==> config.mk <==
export PLATFORM = sky130hd
export DESIGN_NAME = cfir_apb
export DESIGN_NICKNAME = d
export VERILOG_FILES = /design/src/hw/rtl/complex_fir_centered_core_macros.svh /design/src/hw/rtl/cfir_pkg.sv /design/src/hw/rtl/cfir_apb.sv
export SDC_FILE = /design/constraint.sdc
export NUM_CORES = 1
export LEC_CHECK = 0
export BUFFER_PORTS_ARGS = -buffer_cell sky130_fd_sc_hd__buf_4
export CAP_MARGIN = 20
export CELL_PAD_IN_SITES_DETAIL_PLACEMENT = 2
export CELL_PAD_IN_SITES_GLOBAL_PLACEMENT = 2
export CORE_UTILIZATION = 15
export CTS_BUF_LIST = sky130_fd_sc_hd__clkbuf_2 sky130_fd_sc_hd__clkbuf_4 sky130_fd_sc_hd__clkbuf_8
export CTS_CLUSTER_DIAMETER = 80
export DETAILED_ROUTE_END_ITERATION = 12
export GPL_TIMING_DRIVEN = 1
export PLACE_DENSITY = 0.84
export REMOVE_ABC_BUFFERS = 1
export SYNTH_ARGS = -nofsm -noshare
export SYNTH_HDL_FRONTEND = slang
export SYNTH_SLANG_ARGS = --single-unit
==> constraint.sdc <==
create_clock -name i_clk -period 0.8 [get_ports i_clk]
set_input_delay 0.08 -clock i_clk [delete_from_list [all_inputs] [get_ports i_clk]]
set_output_delay 0.08 -clock i_clk [all_outputs]
set_load 0.05 [all_outputs]
==> src/hw/rtl/complex_fir_centered_core_macros.svh <==
// ----------------------------------------------------------------------------
// complex_fir_centered_core_macros
// Assertion macros for the centered complex FIR core.
// ----------------------------------------------------------------------------
`ifndef COMPLEX_FIR_CENTERED_CORE_MACROS_SVH
`define COMPLEX_FIR_CENTERED_CORE_MACROS_SVH

`ifndef NO_ASSERTIONS

// checked outside reset
`define CFIR_ASSERT_RST(lbl, clk, rst_n, prop) \
    lbl: assert property (@(posedge clk) disable iff (!rst_n) prop) \
        else $error("cfir assertion failed");

// checked on every edge, reset included
`define CFIR_ASSERT_ALWAYS(lbl, clk, prop) \
    lbl: assert property (@(posedge clk) prop) \
        else $error("cfir assertion failed");

`else

`define CFIR_ASSERT_RST(lbl, clk, rst_n, prop)
`define CFIR_ASSERT_ALWAYS(lbl, clk, prop)

`endif

`endif

==> src/hw/rtl/cfir_pkg.sv <==
// ----------------------------------------------------------------------------
// cfir_pkg
// Shared types and constants of the centered complex FIR core.
// ----------------------------------------------------------------------------
package cfir_pkg;

    localparam int COEF_BITS    = 16;
    localparam int TAP_IDX_BITS = 6;
    localparam int NTAPS_BITS   = 7;
    localparam int SHIFT_BITS   = 5;
    localparam int SEEN_BITS    = 16;
    localparam int APB_ADDR_W   = 3;
    localparam int APB_DATA_W   = 32;

    localparam logic [NTAPS_BITS-1:0] NUM_TAPS_RST  = 7'd1;
    localparam logic [SHIFT_BITS-1:0] OUT_SHIFT_RST = 5'd15;

    // register index, taken from paddr[2]
    localparam logic REG_NUM_TAPS  = 1'b0;
    localparam logic REG_OUT_SHIFT = 1'b1;

    localparam logic OP_TAP    = 1'b0;
    localparam logic OP_SAMPLE = 1'b1;

    typedef struct packed {
        logic [NTAPS_BITS-1:0] num_taps;
        logic [SHIFT_BITS-1:0] out_shift;
    } t_cfg;

    typedef struct packed {
        logic clr;  // clear accumulators
        logic vld;  // operands valid
        logic fin;  // round accumulators
    } t_mac_ctl;

endpackage

==> src/hw/rtl/cfir_apb.sv <==
// ----------------------------------------------------------------------------
// cfir_apb
// APB register file: tap count and output shift.
// ----------------------------------------------------------------------------
module cfir_apb (
    input  logic                                i_clk,
    input  logic                                i_rst_n,
    input  logic                                psel,
    input  logic                                penable,
    input  logic                                pwrite,
    input  logic [cfir_pkg::APB_ADDR_W-1:0]     paddr,
    input  logic [cfir_pkg::APB_DATA_W-1:0]     pwdata,
    output logic [cfir_pkg::APB_DATA_W-1:0]     prdata,
    output logic                                pready,
    output cfir_pkg::t_cfg                      o_cfg
);

    cfir_pkg::t_cfg r_cfg;
    logic           wr_en;

    assign pready = 1'b1;
    assign wr_en  = psel && penable && pwrite;
    assign o_cfg  = r_cfg;

    always_ff @(posedge i_clk) begin
        if (!i_rst_n) begin
            r_cfg.num_taps  <= cfir_pkg::NUM_TAPS_RST;
            r_cfg.out_shift <= cfir_pkg::OUT_SHIFT_RST;
        end else if (wr_en) begin
            case (paddr[2])
                cfir_pkg::REG_NUM_TAPS: begin
                    r_cfg.num_taps <= pwdata[cfir_pkg::NTAPS_BITS-1:0];
                end
                cfir_pkg::REG_OUT_SHIFT: begin
                    r_cfg.out_shift <= pwdata[cfir_pkg::SHIFT_BITS-1:0];
                end
                default: begin
                    r_cfg <= r_cfg;
                end
            endcase
        end
    end

    always_comb begin
        case (paddr[2])
            cfir_pkg::REG_NUM_TAPS: begin
                prdata = cfir_pkg::APB_DATA_W'(r_cfg.num_taps);
            end
            cfir_pkg::REG_OUT_SHIFT: begin
                prdata = cfir_pkg::APB_DATA_W'(r_cfg.out_shift);
            end
            default: begin
                prdata = '0;
            end
        endcase
    end

endmodule

# Yosys cells after proc, flatten, opt, wreduce, memory -nomap -nowiden
# Index checks and enable logic that the tools add are counted.
[word_totals] elab_cells=8 out_inout_bits=45 reg_bits=12 in_bits=40
[op_classes] bitwise=1 mux=1 n_reduce_logical=4
[op_table] op="$pmux W32 S2" n=1
[op_table] op="$reduce_and A2 Y1" n=2
[op_table] op="$logic_and A1 B1 Y1" n=2
[op_table] op="$not A1 Y1" n=1

# Depth between registers and ports, before layout
[logic_depth] depth_word=3 ltp_mapped=4 mapped_depth_nobuf=2

# Worst setup path after synthesis
# Ideal clock, no wire load.
[synth_path] path_kind="register to output" start="reg r_cfg, in the netlist o_cfg[0]" end="out prdata[0] in the netlist's numbering" arrival_ns=1.049 slack_ns=-0.329 path_stages_with_launch=2 path_cell_list="dfxtp_1 > mux2_2"
[synth_via] elab_chain_len=1
[synth_rtl] element="from (decl)" line="cfir_apb.sv:18" source="cfir_pkg::t_cfg r_cfg;"
[synth_rtl] element="from (signal assigned)" line="cfir_apb.sv:38" source="r_cfg <= r_cfg;"
[synth_rtl] element="$pmux W32 S2" line="cfir_apb.sv:45" source="case (paddr[2])"
[synth_rtl] element="to (decl)" line="cfir_apb.sv:13" source="output logic [cfir_pkg::APB_DATA_W-1:0] prdata,"
# No other way between the ends. The select of a mux whose other input is x is not followed.

# Worst setup path after layout
[layout_path] start="reg r_cfg, in the netlist o_cfg[6]" end="out prdata[1] in the netlist's numbering"
# Same word-level chain as after synthesis.

==> metrics <==
status=complete, but fails checks; failing checks=negative setup slack; Seq cells post-synth=12; CTS Hold Bufs=0; clk slew on worst S/H paths=about 60 ps; gr usage total=around 8.3%; max cap viols=0; switching power=a little over 0.0007 W; vias per inst=about 3.3; die height=about 75 um; Clk network pwr share=34.7%; Synth warnings=0; P_int=0.001242 W; fillers=between 500 and 600; Worst path max stage delay=roughly 320 ps; Area Overhead vs Synth=74.65%; Worst path top cell family by delay=flip-flops; Fin. Hold Viols=0; Initial Util=15.65%; Reg-to-Reg End=o_cfg[1]$_SDFFE_PN1P_; startpoint types=register; clock buffer count from CTS=3; Mapped Avg Cell Area=between 9 and 10 um^2; initial antenna violation count=0; critical path fanouts, max=2; worst reg2reg path depth=4; buffer and inverter count on the worst path=1; Die Area=approximately 5600 um^2; Distinct cells, synth=12; Worst-Skew Late Latency=around 240 ps; Worst setup EP type=output pin; sw frac=36.44%; register area=between 200 and 300 um^2; nets=175; vias=approximately 670; placed inst area=1060 um^2; Gate Count Post-Synth=88; Std-Cell Rows=26; I/O Pins=between 80 and 90; largest net degree at the start of global routing=23; Worst Setup SP=o_cfg[6]$_SDFFE_PN0P_; Worst Hold Class=primary input to register; die width=75.01 um; FF-to-FF Start=o_cfg[1]$_SDFFE_PN1P_; part of the Yosys area used for sequential elements=a little under a third; final wirelength=2322 um; Max Clk Rate=about 930 MHz; root buf cell=clkbuf_8; Max Clock Skew=0 ps; first-pass GRT wire length=between 3000 and 4000 um; clk sinks=12; H-tree lvl count=1; slowest cell on the critical path=dfxtp_2; Post-Layout Inst Area=between 1000 and 1500 um^2; peak supply drop=about 0.00039 V; Placer Congestion=approximately 0.63; reg2reg setup slack=-20 ps; DR WL/cell=approximately 11 um; fin crit share=134.8%; vias in the first global route=between 600 and 700; CORE AREA=around 5100 um^2; HPWL Detailed=between 1500 and 2000 um; critical-path cell list=mux2_4 > buf_8; crit path to=prdata[1]; Tmin final=between 1000 and 1500 ps; max FFs per register=12; Overall Power=between 0.0015 and 0.002 W; number of setup violations in the final report=20; unrepaired setup endpoints after global routing=true; grt total ovfl=0; pre-CTS setup slack=-148.2 ps; critical path class=register to output pin; pins over their slew limit=0; static leakage=0.6383 nW; DRC errors left=0; crit path DAT=1000 ps; area taken by multi-input logic gates=roughly 440 um^2; pwr dens=about 1400 nW/um^2; Port Buffers=31; Cell Area, Synth=~800 um^2; CTS tree=done; n_diodes=0; worst endpoint required time=around 700 ps; share of layout cells above drive strength 1=55.22%; critical path depth=2; sequential power share=a little under a third; Detailed Routing Iterations Pass 1=4; combinational power share=33.4%; Final ANT Viol Nets=0; Bufs on Longest Clock Path=2; DR iter-0 viols=22; PnR worst setup slack=-278.4 ps
==> layout make-up <==
cell class,instances,share of cell area [%]
clock buffer,4,3.943
multi-input combinational,69,31.36
timing repair buffer,49,40.14
tap,70,6.272
sequential,12,18.28
==> per-stage QoR <==
| step | utilization, % | setup TNS (ps) | hold WS, ps | instances |
|---|---|---|---|---|
| floorplan | - | -3306 | 222.1 | 81 |
| global route | 27.34 | -3494 | 99.68 | 204 |
| finish | 27.34 | -3001 | 89.88 | 204 |
| detailed placement | 20.75 | -1384 | 357.7 | 193 |
| CTS | 26.31 | -3165 | 91.23 | 201 |
| global placement | 20.75 | -966.1 | 350.0 | 193 |
==> worst min path at each step <==
stage / cells past startpoint / start / endpoint / slack (ps)
2_1_floorplan: 2 / pwdata[5] / o_cfg[10]$_SDFFE_PN0P_ / 220
3_3_place_gp: 3 / pwdata[6] / o_cfg[11]$_SDFFE_PN0P_ / 350
3_5_place_dp: 3 / pwdata[5] / o_cfg[10]$_SDFFE_PN0P_ / 360
4_1_cts: 3 / pwdata[5] / o_cfg[10]$_SDFFE_PN0P_ / 90
5_1_grt: 3 / pwdata[5] / o_cfg[10]$_SDFFE_PN0P_ / 100
6_report: 3 / pwdata[5] / o_cfg[10]$_SDFFE_PN0P_ / 90
==> synth_stat cells <==
cell type  count  area (um^2)
nor2b_1        9        56.30
buf_6          2        22.52
dfxtp_1       12        240.2
mux2i_1       12        120.1
buf_4         27        202.7
clkbuf_1       2        7.510
and4b_1        1        10.01
nand2_1       13        48.80
and2b_2        2        17.52
conb_1         2        7.510
mux2_2         5        56.30
and4_2         1        10.01
==> logic make-up after synthesis <==
logic type / count (synthesis) / share of synthesized area, %
other: 2 / 0.9393
muxes: 17 / 22.07
and+or+nand+nor: 26 / 17.84
buffers and inverters: 31 / 29.11
DFF: 12 / 30.05
==> worst register-to-register path, cell delays in order, from the launching register on <==
cell,delay [ps]
dfxtp_2,320
buf_6,110
buf_6,100
nor2b_1,100
mux2i_1,70
==> power by group through the flow <==
stage	registers (W)	clock network (W)	logic (W)
2_1_floorplan	0.000679	0	0.000377
3_3_place_gp	0.000631	0	0.000565
3_5_place_dp	0.000632	0	0.000569
4_1_cts	0.000621	0.000702	0.000642
5_1_grt	0.000625	0.000725	0.000681
6_report	0.000623	0.000678	0.000653
==> per-layer routing <==
metal | wire, um | GRT usage (%) | part of all wire (%)
met1 | 861 | 8.981 | 37
met2 | 1320 | 16.02 | 57
met3 | 103 | 0.2677 | 4.4
met4 | 36 | 5.031 | 1.6
met5 | 0 | 0 | 0
==> layout by cell type, fill, tap and decap left out <==
master and n:
and2b_2 2, buf_8 18, buf_12 1, and4b_1 1, nor2b_1 8, mux2i_1 12, dfxtp_2 12, buf_6 12
nand2_1 13, conb_1 26, buf_4 18, nor2b_2 1, and4_2 1, mux2_4 5, clkbuf_8 4
==> timing repair <==
item                                    CTS  global route
buffers inserted                          4             7
gates cloned                              0             0
endpoints found under the hold margin     0             0
pin swaps                                 0             0
gates resized for setup                  59            14
endpoints found under the setup margin   19            21
No activity file was read; power rests on OpenSTA's default activity.
