$ cat config.mk
export PLATFORM = sky130hd
export DESIGN_NAME = cfir_mac
export DESIGN_NICKNAME = d
export VERILOG_FILES = /design/src/hw/rtl/complex_fir_centered_core_macros.svh /design/src/hw/rtl/cfir_pkg.sv /design/src/hw/rtl/cfir_mac.sv
export SDC_FILE = /design/constraint.sdc
export NUM_CORES = 2
export LEC_CHECK = 0
export BUFFER_PORTS_ARGS = -buffer_cell sky130_fd_sc_hd__buf_2
export CORE_UTILIZATION = 40
export CTS_BUF_LIST = sky130_fd_sc_hd__clkbuf_4 sky130_fd_sc_hd__clkbuf_8 sky130_fd_sc_hd__clkbuf_16
export CTS_CLUSTER_SIZE = 14
export DETAILED_ROUTE_END_ITERATION = 8
export GPL_ROUTABILITY_DRIVEN = 0
export PLACE_DENSITY_LB_ADDON = 0.1
export SYNTH_ARGS = -nofsm -noshare
export SYNTH_HDL_FRONTEND = slang
export SYNTH_SLANG_ARGS = --single-unit
$ cat constraint.sdc
create_clock -name i_clk -period 10.9 [get_ports i_clk]
set_clock_uncertainty 0.05 [all_clocks]
set_input_delay 0 -clock i_clk [delete_from_list [all_inputs] [get_ports i_clk]]
set_output_delay 0 -clock i_clk [all_outputs]
set_load 0.1 [all_outputs]
$ cat src/hw/rtl/complex_fir_centered_core_macros.svh
// ----------------------------------------------------------------------------
// complex_fir_centered_core_macros
// Assertion macros for the centered complex FIR core.
// ----------------------------------------------------------------------------
`ifndef COMPLEX_FIR_CENTERED_CORE_MACROS_SVH
`define COMPLEX_FIR_CENTERED_CORE_MACROS_SVH

`ifndef NO_ASSERTIONS

// checked outside reset
`define CFIR_ASSERT_RST(lbl, clk, rst_n, prop) \
    lbl: assert property (@(posedge clk) disable iff (!rst_n) prop) \
        else $error("cfir assertion failed");

// checked on every edge, reset included
`define CFIR_ASSERT_ALWAYS(lbl, clk, prop) \
    lbl: assert property (@(posedge clk) prop) \
        else $error("cfir assertion failed");

`else

`define CFIR_ASSERT_RST(lbl, clk, rst_n, prop)
`define CFIR_ASSERT_ALWAYS(lbl, clk, prop)

`endif

`endif

$ cat src/hw/rtl/cfir_pkg.sv
// ----------------------------------------------------------------------------
// cfir_pkg
// Shared types and constants of the centered complex FIR core.
// ----------------------------------------------------------------------------
package cfir_pkg;

    localparam int COEF_BITS    = 16;
    localparam int TAP_IDX_BITS = 6;
    localparam int NTAPS_BITS   = 7;
    localparam int SHIFT_BITS   = 5;
    localparam int SEEN_BITS    = 16;
    localparam int APB_ADDR_W   = 3;
    localparam int APB_DATA_W   = 32;

    localparam logic [NTAPS_BITS-1:0] NUM_TAPS_RST  = 7'd1;
    localparam logic [SHIFT_BITS-1:0] OUT_SHIFT_RST = 5'd15;

    // register index, taken from paddr[2]
    localparam logic REG_NUM_TAPS  = 1'b0;
    localparam logic REG_OUT_SHIFT = 1'b1;

    localparam logic OP_TAP    = 1'b0;
    localparam logic OP_SAMPLE = 1'b1;

    typedef struct packed {
        logic [NTAPS_BITS-1:0] num_taps;
        logic [SHIFT_BITS-1:0] out_shift;
    } t_cfg;

    typedef struct packed {
        logic clr;  // clear accumulators
        logic vld;  // operands valid
        logic fin;  // round accumulators
    } t_mac_ctl;

endpackage

$ cat src/hw/rtl/cfir_mac.sv
// ----------------------------------------------------------------------------
// cfir_mac
// Shared complex multiply-accumulate with rounding shift and saturation.
// ----------------------------------------------------------------------------
module cfir_mac #(
    parameter int SAMPLE_BITS = 16,
    parameter int MAX_TAPS    = 64
) (
    input  logic                                    i_clk,
    input  logic                                    i_rst_n,
    input  cfir_pkg::t_mac_ctl                      i_ctl,
    input  logic signed [SAMPLE_BITS-1:0]           i_x_i,
    input  logic signed [SAMPLE_BITS-1:0]           i_x_q,
    input  logic signed [cfir_pkg::COEF_BITS-1:0]   i_h_r,
    input  logic signed [cfir_pkg::COEF_BITS-1:0]   i_h_m,
    input  logic [cfir_pkg::SHIFT_BITS-1:0]         i_shift,
    output logic signed [SAMPLE_BITS-1:0]           o_y_i,
    output logic signed [SAMPLE_BITS-1:0]           o_y_q
);

    localparam int P_W   = SAMPLE_BITS + cfir_pkg::COEF_BITS;
    localparam int ACC_W = P_W + $clog2(MAX_TAPS) + 1;
    localparam int RND_W = ((ACC_W > 32) ? ACC_W : 32) + 2;
    localparam longint SAT_HI_L = (64'sd1 <<< (SAMPLE_BITS - 1)) - 64'sd1;
    localparam logic signed [RND_W-1:0] SAT_HI = RND_W'(SAT_HI_L);
    localparam logic signed [RND_W-1:0] SAT_LO = -SAT_HI - RND_W'(1);

    logic signed [P_W-1:0]   r_p_ir, r_p_qm, r_p_im, r_p_qr;
    logic                    r_p_vld;
    logic signed [ACC_W-1:0] r_acc_r, r_acc_i;
    logic signed [RND_W-1:0] r_rnd_r, r_rnd_i;
    logic signed [RND_W-1:0] half, sum_r, sum_i;

    function automatic logic signed [SAMPLE_BITS-1:0] sat(
        input logic signed [RND_W-1:0] v
    );
        logic signed [SAMPLE_BITS-1:0] res;
        if (v > SAT_HI) begin
            res = SAMPLE_BITS'(SAT_HI);
        end else if (v < SAT_LO) begin
            res = SAMPLE_BITS'(SAT_LO);
        end else begin
            res = v[SAMPLE_BITS-1:0];
        end
        return res;
    endfunction

    always_comb begin
        if (i_shift == '0) begin
            half = '0;
        end else begin
            half = RND_W'(1) << (i_shift - cfir_pkg::SHIFT_BITS'(1));
        end
        sum_r = RND_W'(r_acc_r) + half;
        sum_i = RND_W'(r_acc_i) + half;
    end

    always_ff @(posedge i_clk) begin
        r_p_ir <= i_x_i * i_h_r;
        r_p_qm <= i_x_q * i_h_m;
        r_p_im <= i_x_i * i_h_m;
        r_p_qr <= i_x_q * i_h_r;
        if (i_ctl.fin) begin
            r_rnd_r <= sum_r >>> i_shift;
            r_rnd_i <= sum_i >>> i_shift;
        end
    end

    always_ff @(posedge i_clk) begin
        if (!i_rst_n) begin
            r_p_vld <= 1'b0;
            r_acc_r <= '0;
            r_acc_i <= '0;
        end else begin
            r_p_vld <= i_ctl.vld;
            if (i_ctl.clr) begin
                r_acc_r <= '0;
                r_acc_i <= '0;
            end else if (r_p_vld) begin
                r_acc_r <= r_acc_r + ACC_W'(r_p_ir) - ACC_W'(r_p_qm);
                r_acc_i <= r_acc_i + ACC_W'(r_p_im) + ACC_W'(r_p_qr);
            end
        end
    end

    assign o_y_i = sat(r_rnd_r);
    assign o_y_q = sat(r_rnd_i);

endmodule

# After elaboration in Yosys (flattened, before gate mapping)
# Index checks and enable logic that the tools add are counted.
[op_classes] addsub=7 mul=4 order_cmp=4 n_shift=3 mux=5 bitwise_logic=1 n_reduce_logical=2
[op_table] op="$mul 16x16->32" count=4
[op_table] op="$add 39x32->39" count=3
[op_table] op="$add 39x41->41" count=2
[op_table] op="$gt 41x16->1 const B" count=2
[op_table] op="$lt 41x16->1 const B" count=2
[op_table] op="$sshr 41x5->41" count=2
[op_table] op="$mux 16" count=4
[op_table] op="$mux 41" count=1
[op_table] op="$shl 1x5->41 const A" count=1
[op_table] op="$sub 39x32->39" count=1
[op_table] op="$logic_not 5->1" count=1
[op_table] op="$sub 5x1->5 const B" count=1
[op_table] op="$reduce_or 2->1" count=1
[op_table] op="$not 1->1" count=1
[word_totals] register_bits=289 in_bits=74 elab_cells=35

# Depth between registers and ports, before layout
[logic_depth] ltp_word=5 depth_mapped=26

# Worst setup path after synthesis
# Ideal clock, no wire load.
[synth_timing] path_type="input port to flip-flop" start="input port i_x_i[11]" end="register r_p_im[31]" setup_time_ns=0.121 arrival_ns=5.793 required_ns=10.729 path_slack_ns=4.937 path_stages=22 cell_sequence="clkbuf_1 nand2_1 fa_1 fa_1 fa_1 inv_1 fa_1 fa_1 inv_1 fa_1 inv_1 ha_1 nand4_1 or4b_2 a21oi_1 o21ai_0 a31o_2 a211oi_1 o31a_1 a21o_1 a21oi_1 xnor2_1"
[synth_between] elab_chain_cells=1
[synth_rtl] element="start: declaration" line_no="cfir_mac.sv:12" rtl="input logic signed [SAMPLE_BITS-1:0] i_x_i,"
[synth_rtl] element="$mul 16x16->32" line_no="cfir_mac.sv:61" rtl="r_p_im <= i_x_i * i_h_m;"
[synth_rtl] element="end signal: assignment" line_no="cfir_mac.sv:61"
[synth_rtl] element="end: declaration" line_no="cfir_mac.sv:28" rtl="logic signed [P_W-1:0] r_p_ir, r_p_qm, r_p_im, r_p_qr;"
# No other way between the ends.
# A chain may end at the register's enable or synchronous reset.

# Final worst setup path
[layout_timing] start="input port i_shift[1] (netlist name)" end="register r_rnd_i[9], data pin"
[layout_between] elab_chain_cells=5 word_cells_on_any_way=6
[layout_rtl] element="start: declaration" line_no="cfir_mac.sv:16" rtl="input logic [cfir_pkg::SHIFT_BITS-1:0] i_shift,"
[layout_rtl] element="$sub 5x1->5" line_no="cfir_mac.sv:52" rtl="half = RND_W'(1) << (i_shift - cfir_pkg::SHIFT_BITS'(1));"
[layout_rtl] element="$shl 1x5->41" line_no="cfir_mac.sv:52"
[layout_rtl] element="$mux 41 (*)" line_no="cfir_mac.sv:49" rtl="if (i_shift == '0) begin"
[layout_rtl] element="$add 39x41->41 (*)" line_no="cfir_mac.sv:55" rtl="sum_i = RND_W'(r_acc_i) + half;"
[layout_rtl] element="named net sum_i[40]" line_no="cfir_mac.sv:32" rtl="logic signed [RND_W-1:0] half, sum_r, sum_i;"
[layout_rtl] element="$sshr 41x5->41 (*)" line_no="cfir_mac.sv:65" rtl="r_rnd_i <= sum_i >>> i_shift;"
[layout_rtl] element="end signal: assignment" line_no="cfir_mac.sv:65"
[layout_rtl] element="end: declaration" line_no="cfir_mac.sv:31" rtl="logic signed [RND_W-1:0] r_rnd_r, r_rnd_i;"
# The timed path passes the listed nets; every way through them passes the cells marked *.

==> impl_metrics.csv <==
group,metric,value,unit
run_status,status,"complete, but fails checks",
floorplanning,dieArea,0.157,sq mm
finish,fill_cells,15600,
sta,setup_violations,0,
finish,drive_gt1_share,5.33,%
route,postRouteAntennaNets,0,
hold_path,hold_path_end,"r_rnd_r[37]",
hold_path,hp-class,"input pin to register",
route,routed_wl,190000,um
sta,finalMaxSlewViolations,0,
setup_path,reg2reg_depth,14,
clock_network,cts_tree,"built",
synthesis,synth-warning-count,0,
setup_path,cp-start-kind,"input pin",
floorplanning,start_util,40.3,%
sta,tightest_slew,1.19,ns
finish,most-common-layout-cells,"inv_1, fa_1, nand2_1",
route,vias_per_cell,5.31,
run_status,violations,"design-rule violations",
synthesis,seq_area_frac_synth,10.6,%
setup_path,crit_chain,"buf_2, inv_2, nand2_1, inv_1, ha_1, nand2_1, nor2_1, ha_1, fa_1, a21o_1, nand4_1, a31o_2, a21oi_1, nor2_1, o21ai_1, clkinv_1, a21oi_1, a211oi_1, mux4_2, mux2_2",
setup_path,cpPeakStageDelay,0.71,ns
finish,regArea,0.00661,sq mm
setup_path,crit_slowest_cell,"ha_1",
setup_path,critPathRequiredTime,11.21,ns
setup_path,cp-end-kind,"register",
global_route,grt.overflow.total,0,
clock_network,cts_max_level,2,
synthesis,synth-edff-count,82,
finish,area_growth,6.04,%
synthesis,synthCells,6987,
setup_path,r2r-start,"r_acc_r[1]",
route,drc_errors,24,
hold_path,hold_path.startpoint,"i_ctl[0]",
synthesis,yosys_register_bits,289,
sta,rsz0062_at_grt,"no",
clock_network,cts_sinks,289,
route,drt-initial-drc-count,3428,
floorplanning,rows,144,
route,vias,47600,
setup_path,reg2reg_slack,5.57,ns
route,met3_length,10300,um
job,drv_cap,0,
clock_network,clkTransAtPathRegs,0.06,ns
route,firstDrtPassIters,8,
route,met1Wirelength,87300,um
global_route,antenna_found_initial,18,
global_route,grt_pass1_wl,300000,um
clock_network,clk_latency,0.63,ns
global_route,grtUsageTotal,24.7,%
place,hpwl,149000,um
clock_network,clockBufferDepth,3,
synthesis,synth-async-reset-ratio,0,%
sta,fin_crit,7.15,ns
setup_path,cp_max_fo,33,
sta,fmax,140,MHz
hold_path,whs_path_depth,1,
finish,fin_nets,8554,
synthesis,synth_cell_types,88,
global_route,grt_max_degree,83,
finish,multi_input_area,0.0493,sq mm
clock_network,cts_root_buffer,"clkbuf_16",
floorplanning,dieWidth,396,um
setup_path,path_class,"input pin to register",
synthesis,synth_ff_type,"dfxtp_1",
finish,final_common_cell,"inv_1",
floorplanning,ios,106,
synthesis,avgSynthCellArea,8.89,sq um
global_route,grt_pass1_vias,50100,
setup_path,reg2reg_to,"r_acc_r[38]",
clock_network,cts_made_buffers,38,
place,portBuffers,105,
floorplanning,core_area,0.154,sq mm
route,highest_layer,"met5",
route,wire_per_inst,21.2,um
clock_network,postCtsSetupRepairBufs,0,
floorplanning,fp.dieH,396,um
route,met2_length,86500,um
sta,setup_tns,0,ns
synthesis,synth_area,0.0621,sq mm
sta,slew_headroom,19.9,%
setup_path,cp_data_arrival_time,7.46,ns
sta,post-route-period-util,65.6,%
synthesis,synth.net_count,8660,
sta,hold_viol_final,0,
==> repair_timing <==
item | CTS | global route
endpoints found under the hold margin | 14 | 0
gates resized for setup | 0 | 0
hold buffers | 8 | 0
==> layout make-up <==
cell class | count | area share [%]
Timing Repair Buffer | 178 | 1.66
Tap cell | 2044 | 3.88
Inverter | 1345 | 7.66
Antenna cell | 2 | 0.00760
Sequential cell | 289 | 10.0
Multi-Input combinational cell | 5029 | 74.8
Clock buffer | 47 | 1.61
Clock inverter | 20 | 0.355
==> worst max path at each step <==
stage	startpoint	endpoint
global placement	i_shift[1]	r_rnd_i[19]
floorplan	i_x_i[11]	r_p_im[31]
CTS	i_shift[1]	r_rnd_i[19]
detailed placement	i_shift[1]	r_rnd_i[19]
finish	i_shift[1]	r_rnd_i[9]
global route	i_shift[1]	r_rnd_i[19]
==> flip-flops by register name, summed over array words and instances (netlist names) <==
name / flops
r_acc_i: 39
r_p_im: 32
r_acc_r: 39
r_p_vld: 1
r_rnd_i: 41
r_p_qr: 32
r_rnd_r: 41
r_p_ir: 32
r_p_qm: 32
==> through the flow <==
stage | cells | area (sq um) | hold slack [ns] | worst slack (ns) | util (%)
finish | 8954 | 65900 | 0.0658 | 3.75 | 42.7
floorplan | 6987 | 62100 | 0.0625 | 4.94 | -
global placement | 8877 | 64500 | 0.174 | 3.43 | 41.8
detailed placement | 8877 | 64500 | 0.173 | 3.29 | 41.8
global route | 8953 | 65900 | 0.0832 | 3.41 | 42.7
CTS | 8952 | 65900 | 0.0349 | 3.93 | 42.7
==> cells by family after synthesis <==
kind of cell / Yosys count / share of synthesized area, %
multiplexers: 175 / 3.56
flip-flops: 289 / 10.6
AO/OA/AOI/OAI: 1009 / 10.9
adder cells (fa/ha/maj): 1599 / 45.8
XOR/XNOR: 254 / 3.58
AND/OR/NAND/NOR: 1992 / 15.4
buffers and inverters: 1669 / 10.1
==> critical path, delay by kind of cell <==
kind                       cells  cell delay [ns]
adders and majority gates      3             1.21
AOI/OAI and AO/OA              6             1.93
muxes                          2             0.82
and+or+nand+nor                5             1.48
buffers and inverters          4             1.97
==> metal layers <==
layer	GRT usage (%)	vias up
li1	-	21900
met1	34.8	24100
met2	40.4	1295
met3	2.65	259
met4	6.51	12
met5	0	-
==> Yosys cell counts (18+ instances only) <==
cell type  number  area (sq um)
mux2_2         36           405
nor3_1         92           460
o22ai_1        20           125
and3_1         26           163
and2_1        517          3230
a31oi_1        28           175
fa_1         1127         22600
a21oi_1       265          1330
nor2_1        396          1490
nand4_1        32           200
mux4_2         32           721
xor2_1         68           596
o211ai_1       40           300
a21o_1        117           878
xnor2_1       186          1630
clkbuf_1      302          1130
mux2i_1       106          1060
nand2_1       710          2670
o21bai_1       32           240
o31ai_1        20           150
o21ai_0       172           861
o21a_1         36           270
buf_1          20          75.1
nand2b_1       47           294
edfxtp_1       82          2460
dfxtp_1       207          4140
or3_1          18           113
nor2b_1        21           131
nand3_1        65           325
a211oi_1       69           518
ha_1          472          5910
inv_1        1342          5040
Power is not shown: default switching activity piles up to over one toggle a cycle in this logic, so the estimate is an artifact.
